File: src/rtl/skt_pkg.sv
// Package for the sorted key table: opcodes, status codes, controller states
// and the command/status structs between controller and datapath. No dependencies.
`default_nettype none
package skt_pkg;
  localparam int DepthDefault = 64;
  localparam int KeyW = 32;
  localparam int GradeW = 10;
  localparam int TagW = 32;
  localparam int PosW = 6;
  localparam int RecW = KeyW + GradeW + TagW;

  localparam logic [1:0] OP_INSERT = 2'd0;
  localparam logic [1:0] OP_DELETE = 2'd1;
  localparam logic [1:0] OP_DUMP   = 2'd2;

  localparam logic [2:0] ST_INSERTED = 3'd0;
  localparam logic [2:0] ST_DELETED  = 3'd1;
  localparam logic [2:0] ST_NOTFOUND = 3'd2;
  localparam logic [2:0] ST_FULL     = 3'd3;
  localparam logic [2:0] ST_EMPTY    = 3'd4;
  localparam logic [2:0] ST_RECORD   = 3'd5;

  typedef enum logic [3:0] {
    S_IDLE, S_DECODE, S_INS_RD, S_INS_CMP, S_DEL_RD, S_DEL_CMP,
    S_DEL_RD2, S_DEL_MOVE, S_DUMP_RD, S_DUMP_WAIT, S_OUT
  } state_t;

  // Commands from the controller to the datapath.
  typedef struct packed {
    logic latch_in;     // capture the input beat
    logic ins_start;    // idx <= count
    logic rd_below;     // read entry idx-1
    logic ins_shift;    // write entry idx from read data, idx--
    logic ins_place;    // write new record at idx, count++
    logic del_start;    // lower=0, upper=count-1
    logic rd_mid;       // read entry mid
    logic go_upper;     // lower <= mid+1
    logic go_lower;     // upper <= mid-1
    logic del_hit;      // capture hit record, idx <= mid
    logic rd_next;      // read entry idx+1
    logic del_move;     // write entry idx from read data, idx++
    logic del_done;     // count--
    logic dump_start;   // idx <= 0
    logic rd_idx;       // read entry idx
    logic dump_adv;     // idx++
    logic [2:0] res_status;
    logic res_from_rd;  // result fields from read data
    logic res_zero;     // result fields zero, key is the input key on not-found
    logic res_last;
    logic res_load;     // load output register
  } skt_cmd_t;

  typedef struct packed {
    logic [1:0] op;
    logic full;
    logic empty;
    logic idx_zero;     // insert: idx == 0
    logic key_less;     // input key < read key
    logic key_equal;
    logic search_done;  // upper < lower
    logic move_done;    // idx+1 >= count
    logic dump_final;   // idx+1 == count
    logic out_busy;     // output register occupied and not taken
  } skt_sts_t;
endpackage
`default_nettype wire

File: src/rtl/skt_ctrl.sv
// Controller of the sorted key table: sequences insert, delete and dump
// over the datapath. Uses skt_pkg.
`default_nettype none
module skt_ctrl (
  input  wire logic clk,
  input  wire logic rst,
  input  wire logic in_valid,
  output logic in_stall,
  input  skt_pkg::skt_sts_t sts,
  output skt_pkg::skt_cmd_t cmd
);
  import skt_pkg::*;
  state_t state, state_next;
  logic [2:0] pend_status;
  logic pend_last, pend_rd;
  logic [2:0] pend_status_next;
  logic pend_last_next, pend_rd_next;

  always_ff @(posedge clk) begin
    if (rst) begin
      state <= S_IDLE;
      pend_status <= ST_INSERTED; pend_last <= 1'b0; pend_rd <= 1'b0;
    end else begin
      state <= state_next;
      pend_status <= pend_status_next; pend_last <= pend_last_next;
      pend_rd <= pend_rd_next;
    end
  end

  always_comb begin
    state_next = state;
    pend_status_next = pend_status;
    pend_last_next = pend_last;
    pend_rd_next = pend_rd;
    case (state)
      S_IDLE: if (in_valid) state_next = S_DECODE;
      S_DECODE: begin
        case (sts.op)
          OP_INSERT: state_next = S_INS_RD;
          OP_DELETE: state_next = S_DEL_RD;
          OP_DUMP:   state_next = S_DUMP_RD;
          default:   state_next = S_IDLE;
        endcase
        if (sts.op == OP_INSERT && sts.full) begin
          state_next = S_OUT; pend_status_next = ST_FULL;
          pend_last_next = 1'b1; pend_rd_next = 1'b0;
        end
        if (sts.op == OP_DUMP && sts.empty) begin
          state_next = S_OUT; pend_status_next = ST_EMPTY;
          pend_last_next = 1'b1; pend_rd_next = 1'b0;
        end
      end
      S_INS_RD: begin
        if (sts.idx_zero) begin
          state_next = S_OUT; pend_status_next = ST_INSERTED;
          pend_last_next = 1'b1; pend_rd_next = 1'b0;
        end else state_next = S_INS_CMP;
      end
      S_INS_CMP: begin
        if (sts.key_less) state_next = S_INS_RD;
        else begin
          state_next = S_OUT; pend_status_next = ST_INSERTED;
          pend_last_next = 1'b1; pend_rd_next = 1'b0;
        end
      end
      S_DEL_RD: begin
        if (sts.search_done) begin
          state_next = S_OUT; pend_status_next = ST_NOTFOUND;
          pend_last_next = 1'b1; pend_rd_next = 1'b0;
        end else state_next = S_DEL_CMP;
      end
      S_DEL_CMP: state_next = sts.key_equal ? S_DEL_RD2 : S_DEL_RD;
      S_DEL_RD2: begin
        if (sts.move_done) begin
          state_next = S_OUT; pend_status_next = ST_DELETED;
          pend_last_next = 1'b1; pend_rd_next = 1'b0;
        end else state_next = S_DEL_MOVE;
      end
      S_DEL_MOVE: state_next = S_DEL_RD2;
      S_DUMP_RD: state_next = S_DUMP_WAIT;
      S_DUMP_WAIT: begin
        if (!sts.out_busy) begin
          state_next = sts.dump_final ? S_IDLE : S_DUMP_RD;
        end
      end
      S_OUT: if (!sts.out_busy) state_next = S_IDLE;
      default: state_next = S_IDLE;
    endcase
  end

  always_comb begin
    cmd = '0;
    in_stall = (state != S_IDLE);
    case (state)
      S_IDLE: cmd.latch_in = 1'b1;
      S_DECODE: begin
        cmd.ins_start = (sts.op == OP_INSERT);
        cmd.del_start = (sts.op == OP_DELETE);
        cmd.dump_start = (sts.op == OP_DUMP);
      end
      S_INS_RD: cmd.rd_below = 1'b1;
      S_INS_CMP: cmd.ins_shift = sts.key_less;
      S_DEL_RD: cmd.rd_mid = 1'b1;
      S_DEL_CMP: begin
        cmd.del_hit = sts.key_equal;
        cmd.go_upper = !sts.key_equal && !sts.key_less;
        cmd.go_lower = !sts.key_equal && sts.key_less;
      end
      S_DEL_RD2: cmd.rd_next = 1'b1;
      S_DEL_MOVE: cmd.del_move = 1'b1;
      S_DUMP_RD: cmd.rd_idx = 1'b1;
      S_DUMP_WAIT: begin
        cmd.rd_idx = 1'b1;
        if (!sts.out_busy) begin
          cmd.res_load = 1'b1; cmd.res_status = ST_RECORD;
          cmd.res_from_rd = 1'b1; cmd.res_last = sts.dump_final;
          cmd.dump_adv = 1'b1;
        end
      end
      S_OUT: begin
        if (!sts.out_busy) begin
          cmd.res_load = 1'b1; cmd.res_status = pend_status;
          cmd.res_last = pend_last; cmd.res_from_rd = pend_rd;
          cmd.res_zero = (pend_status == ST_NOTFOUND) || (pend_status == ST_EMPTY);
          cmd.ins_place = (pend_status == ST_INSERTED);
          cmd.del_done = (pend_status == ST_DELETED);
        end
      end
      default: cmd = '0;
    endcase
  end
endmodule
`default_nettype wire

File: config.mk
export PLATFORM = sky130hd
export DESIGN_NAME = skt_ctrl
export DESIGN_NICKNAME = d
export VERILOG_FILES = /design/src/rtl/skt_pkg.sv /design/src/rtl/skt_ctrl.sv
export SDC_FILE = /design/constraint.sdc
export NUM_CORES = 1
export LEC_CHECK = 0
export ABC_AREA = 1
export ABC_CLOCK_PERIOD_IN_PS = 1100
export BUFFER_PORTS_ARGS = -buffer_cell sky130_fd_sc_hd__buf_2
export CORE_MARGIN = 2
export CORE_UTILIZATION = 40
export CTS_CLUSTER_DIAMETER = 50
export DETAILED_ROUTE_END_ITERATION = 6
export GPL_ROUTABILITY_DRIVEN = 0
export PLACE_DENSITY = 0.74
export SYNTH_ARGS = -nofsm -noshare
export SYNTH_HDL_FRONTEND = slang
export SYNTH_SLANG_ARGS = --single-unit
File: constraint.sdc
create_clock -name clk -period 1.1 [get_ports clk]
set_input_delay 0.11 -clock clk [delete_from_list [all_inputs] [get_ports clk]]
set_output_delay 0.11 -clock clk [all_outputs]
set_load 0.005 [all_outputs]
==> run summary, run 1 <==
Status = aborted with a tool error
Stop stage = global routing (5_1_grt)
Run Error = [ERROR GRT-0232] Routing congestion too high. Check the congestion heatmap in the GUI.
Sequential area share after synthesis = 21.2%
Die W = 47.4 µm
CTS Root Cell = clkbuf_4
Post-synth EDFFs = 0
I/O Buffers = 37
Synth cell types = 16
Ports = 38
Post-Synthesis Cell Area = 754 µm²
Yosys reg bits = 8
Async SR Flop Fraction = 0%
Share of the synthesized area in the top cell type = 21.9%
Post-synth top cells = nand2_1 (44), nor2_1 (30), inv_1 (29)
Synth area leader = nand2_1
Largest net degree at the start of global routing = 9
Count leader, synth = nand2_1
Most area-consuming cells after synthesis = nand2_1 (22%), dfxtp_1 (21%), nor2_1 (15%), inv_1 (14%), nand3_1 (7.3%)
Syn Inst Count = 149
CTS Buf Count = 3
Htree depth = 1
Core Rows = 15
Syn_area_per_cell = 5.06 µm²
WEP type = top-level output
Max Buffers Root-to-Sink = 2
Total GRT Usage = 73.3%
Grt repair worst endpoint = cmd[2]
Synthesized Nets = 163
DP HPWL = 2040 µm
# hold bufs at CTS = 0
Syn. warnings = 0
Die Y = 47.4 µm
Sinks on Clock Net = 8
GR Overflow Total = 59
Ys flop type = dfxtp_1
Initial Util = 43.2%
## cell families after synthesis
| logic type | after synthesis | synth area share (%) |
|---|---|---|
| AO/OA/AOI/OAI | 16 | 11.3 |
| flip-flops | 8 | 21.2 |
| buffers and inverters | 30 | 14.9 |
| AND/OR/NAND/NOR | 95 | 52.6 |
## timing repair
action / 4_1_cts
setup endpoints to repair: 32
pin swaps: 15
endpoints found under the hold margin: 0
gates resized for setup: 53
setup buffers: 11
## routing by layer
layer	track usage, %	overflow
met2	101	34
met3	44.2	1
met5	0	0
met1	66.9	0
met4	92.2	24
## metrics by stage
| stage | instances | area (µm²) | hold slack [ns] | setup slack (ns) |
|---|---|---|---|---|
| 4_1_cts | 247 | 1450 | 0.0872 | -0.356 |
| 3_5_place_dp | 233 | 1180 | 0.358 | -0.260 |
| 3_3_place_gp | 233 | 1180 | 0.347 | -0.236 |
| 2_1_floorplan | 149 | 797 | 0.172 | -0.0587 |
==> run 2, diff against run 1 <==
- ABC_CLOCK_PERIOD_IN_PS: 1100 -> 1430
- CORE_AREA: unset -> 2 2 63 65
- CORE_MARGIN: 2 -> unset
- CORE_UTILIZATION: 40 -> unset
- CTS_CLUSTER_DIAMETER: 50 -> unset
- DIE_AREA: unset -> 0 0 65 67
- PLACE_DENSITY: 0.74 -> unset
- PLACE_DENSITY_LB_ADDON: unset -> 0.15
- clock period: 1.1 -> 1.43 ns (I/O delays scaled with it)
==> run 2 against run 1 <==
Against the previous run: the flow now finishes, with violations (setup timing); area after synthesis stayed put; synthesized cell count is the same.
==> run summary, run 2 <==
Status = finished with violations
Failing checks = setup timing
Max-cap viol count = 0
Max Buffers Root-to-Sink = 2 (unchanged)
Worst slew margin = 84.9%
Ys flop type = dfxtp_1
Die area = 4360 µm²
Clock Skew = 0.000169 ns
Grt met3 use = 2.03%
HP Class = input pin to flop
Final cell count without fillers = 260
Post-synth top cells = nand2_1 (44), nor2_1 (30), inv_1 (29)
Data arrival, critical path = 1.30 ns
GR Overflow Total = 0
Tightest Pin Transition = 0.224 ns
Count leader, synth = nand2_1
Clk Latency, worst-skew pair = 0.22 ns
CTS Root Cell = clkbuf_8
Post-Route WL = 2800 µm
# hold bufs at CTS = 0 (unchanged)
DRT iter0 DRCs = 15
Most area-consuming cells after synthesis = nand2_1 (22%), dfxtp_1 (21%), nor2_1 (15%), inv_1 (14%), nand3_1 (7.3%)
Final hold vios = 0
Share of the synthesized area in the top cell type = 21.9% (unchanged)
Peak supply drop = 0.423 mV
WL per Instance = 10.8 µm
Area grow syn2layout = 85.6%
Pre-Repair DR Iteration Count = 5
Power Density = 1290 nW/µm²
Ports = 38 (unchanged)
Antenna cells = 0
Max Fclk = 693 MHz
Initial Util = 20.9% (-22 points)
Met1 GRT Util = 17.3%
Core Footprint = 3610 µm²
Unrepaired setup endpoints after global routing = true
Share of cells above drive strength 1 = 52.4%
Setup-failing EPs final = 3
Syn_area_per_cell = 5.06 µm² (unchanged)
P_leak = 0.844 nW
Critical Path Start Type = flop
DR vias = 1096
Post-synth EDFFs = 0 (unchanged)
Met2 Use GR = 21.4%
Total GRT Usage = 12.9%
Antenna Violating Nets Remaining = 0
Largest net degree at the start of global routing = 9
Sinks on Clock Net = 8 (unchanged)
Remaining DRCs = 0
CTS Buf Count = 3 (unchanged)
Die Y = 67 µm (+41%)
Vias per cell = 4.22
Post-layout min period = 1.44 ns
Core Rows = 22 (+7)
Final setup TNS = -0.0204 ns
Grt peak-use layer = met2
Max Fanout on Critical Path = 6
Async SR Flop Fraction = 0% (unchanged)
Syn Inst Count = 149 (unchanged)
WS Path Type = flop to output pin
Tcrit/Tclk final = 101%
Vias in the first global route = 964
Synth cell types = 16 (unchanged)
Nets = 228
Max Transition Viols Final = 0
I/O Buffers = 37 (unchanged)
Synth area leader = nand2_1
Overall power = 1.80 mW
Post-Synthesis Cell Area = 754 µm² (unchanged)
Final WS setup = -0.0123 ns
Die W = 65 µm (+37%)
Commonest non-fill, non-tap cells in the layout = buf_2 (37), nand2_1 (34), inv_1 (22)
Commonest non-fill, non-tap cell in the layout = buf_2
Htree depth = 1 (unchanged)
Crit end category = output pin
Worst path required time = 1.29 ns
Antenna violations before repair = 0
Design area = 1400 µm²
Finished Core Util = 38.8%
Max reg flops = 4
FILL cells = 421
Synthesized Nets = 163 (unchanged)
Sequential area share after synthesis = 21.2% (unchanged)
Top flop regs = state x4, pend_status x3, pend_last x1
Placed cell count = 246 (+5.6%)
Area post-placement = 1090 µm² (-7.5%)
DP HPWL = 2140 µm (+4.7%)
Reg clk slew, reported paths = 0.04 ns
Yosys reg bits = 8 (unchanged)
Largest Register = state
First-pass GRT wire length = 4320 µm
Syn. warnings = 0 (unchanged)
CTS tree = built
run 2: cell counts after synthesis:
No cell type changed its count.
run 2: through the flow:
step           setup slack, ns  hold slack (ns)
6_report               -0.0123            0.170
4_1_cts                -0.0162            0.171
3_3_place_gp           -0.0438            0.417
3_5_place_dp           -0.0299            0.408
2_1_floorplan            0.143            0.212
5_1_grt                -0.0897            0.180
run 2: worst max-delay path: stages, from the launching register on:
cell and delay (ns):
dfxtp_4 0.37, nor2_4 0.13, buf_4 0.14, nand2_4 0.06
nor2_4 0.09, inv_2 0.07, o22ai_2 0.09, buf_2 0.13
run 2: report_power, final:
part,internal (mW),switching (mW)
Clock,0.182,0.0820
Sequential,0.309,0.0564
Combinational,0.497,0.678
Total,0.988,0.817
run 2: path summary, 6_finish.rpt:
kind              cells past startpoint        end      start  slack, ns
setup / recovery                      7     cmd[1]   state[2]      -0.01
hold / removal                        2   state[3]        rst       0.17
setup reg to reg                     11   state[3]   state[1]          0
hold reg to reg                       2  pend_last  pend_last       0.49
run 2: repair_timing:
action / 4_1_cts / 5_1_grt
buffers inserted: 2 / 9
gates resized for setup: 17 / 45
pin swaps: 3 / 15
endpoints found under the setup margin: 13 / 19
run 2: kinds of logic (layout without fill, tap and decap cells):
logic type             after synthesis  count (layout)  synth area share [%]
AO/OA/AOI/OAI                       16              16                  11.3
flip-flops                           8               8                  21.2
buffers and inverters               30              93                  14.9
AND/OR/NAND/NOR                     95              95                  52.6
run 2: final cells by class:
type | count | area (µm²) | area share, %
clock buffers | 3 | 41.3 | 2.95
well taps | 48 | 60.1 | 4.29
multi-input cells | 111 | 647 | 46.2
flip-flops and latches | 8 | 170 | 12.2
repair buffers | 60 | 369 | 26.4
inverters | 30 | 113 | 8.04
run 2: routing by layer:
layer  vias to the layer above  part of all wire, %
li1                        580                    -
met1                       493                   48
met2                        21                   47
met3                         2                  3.9
met4                         0                 0.64
met5                         -                    0
Note: power is estimated with default switching activity, not from simulation.
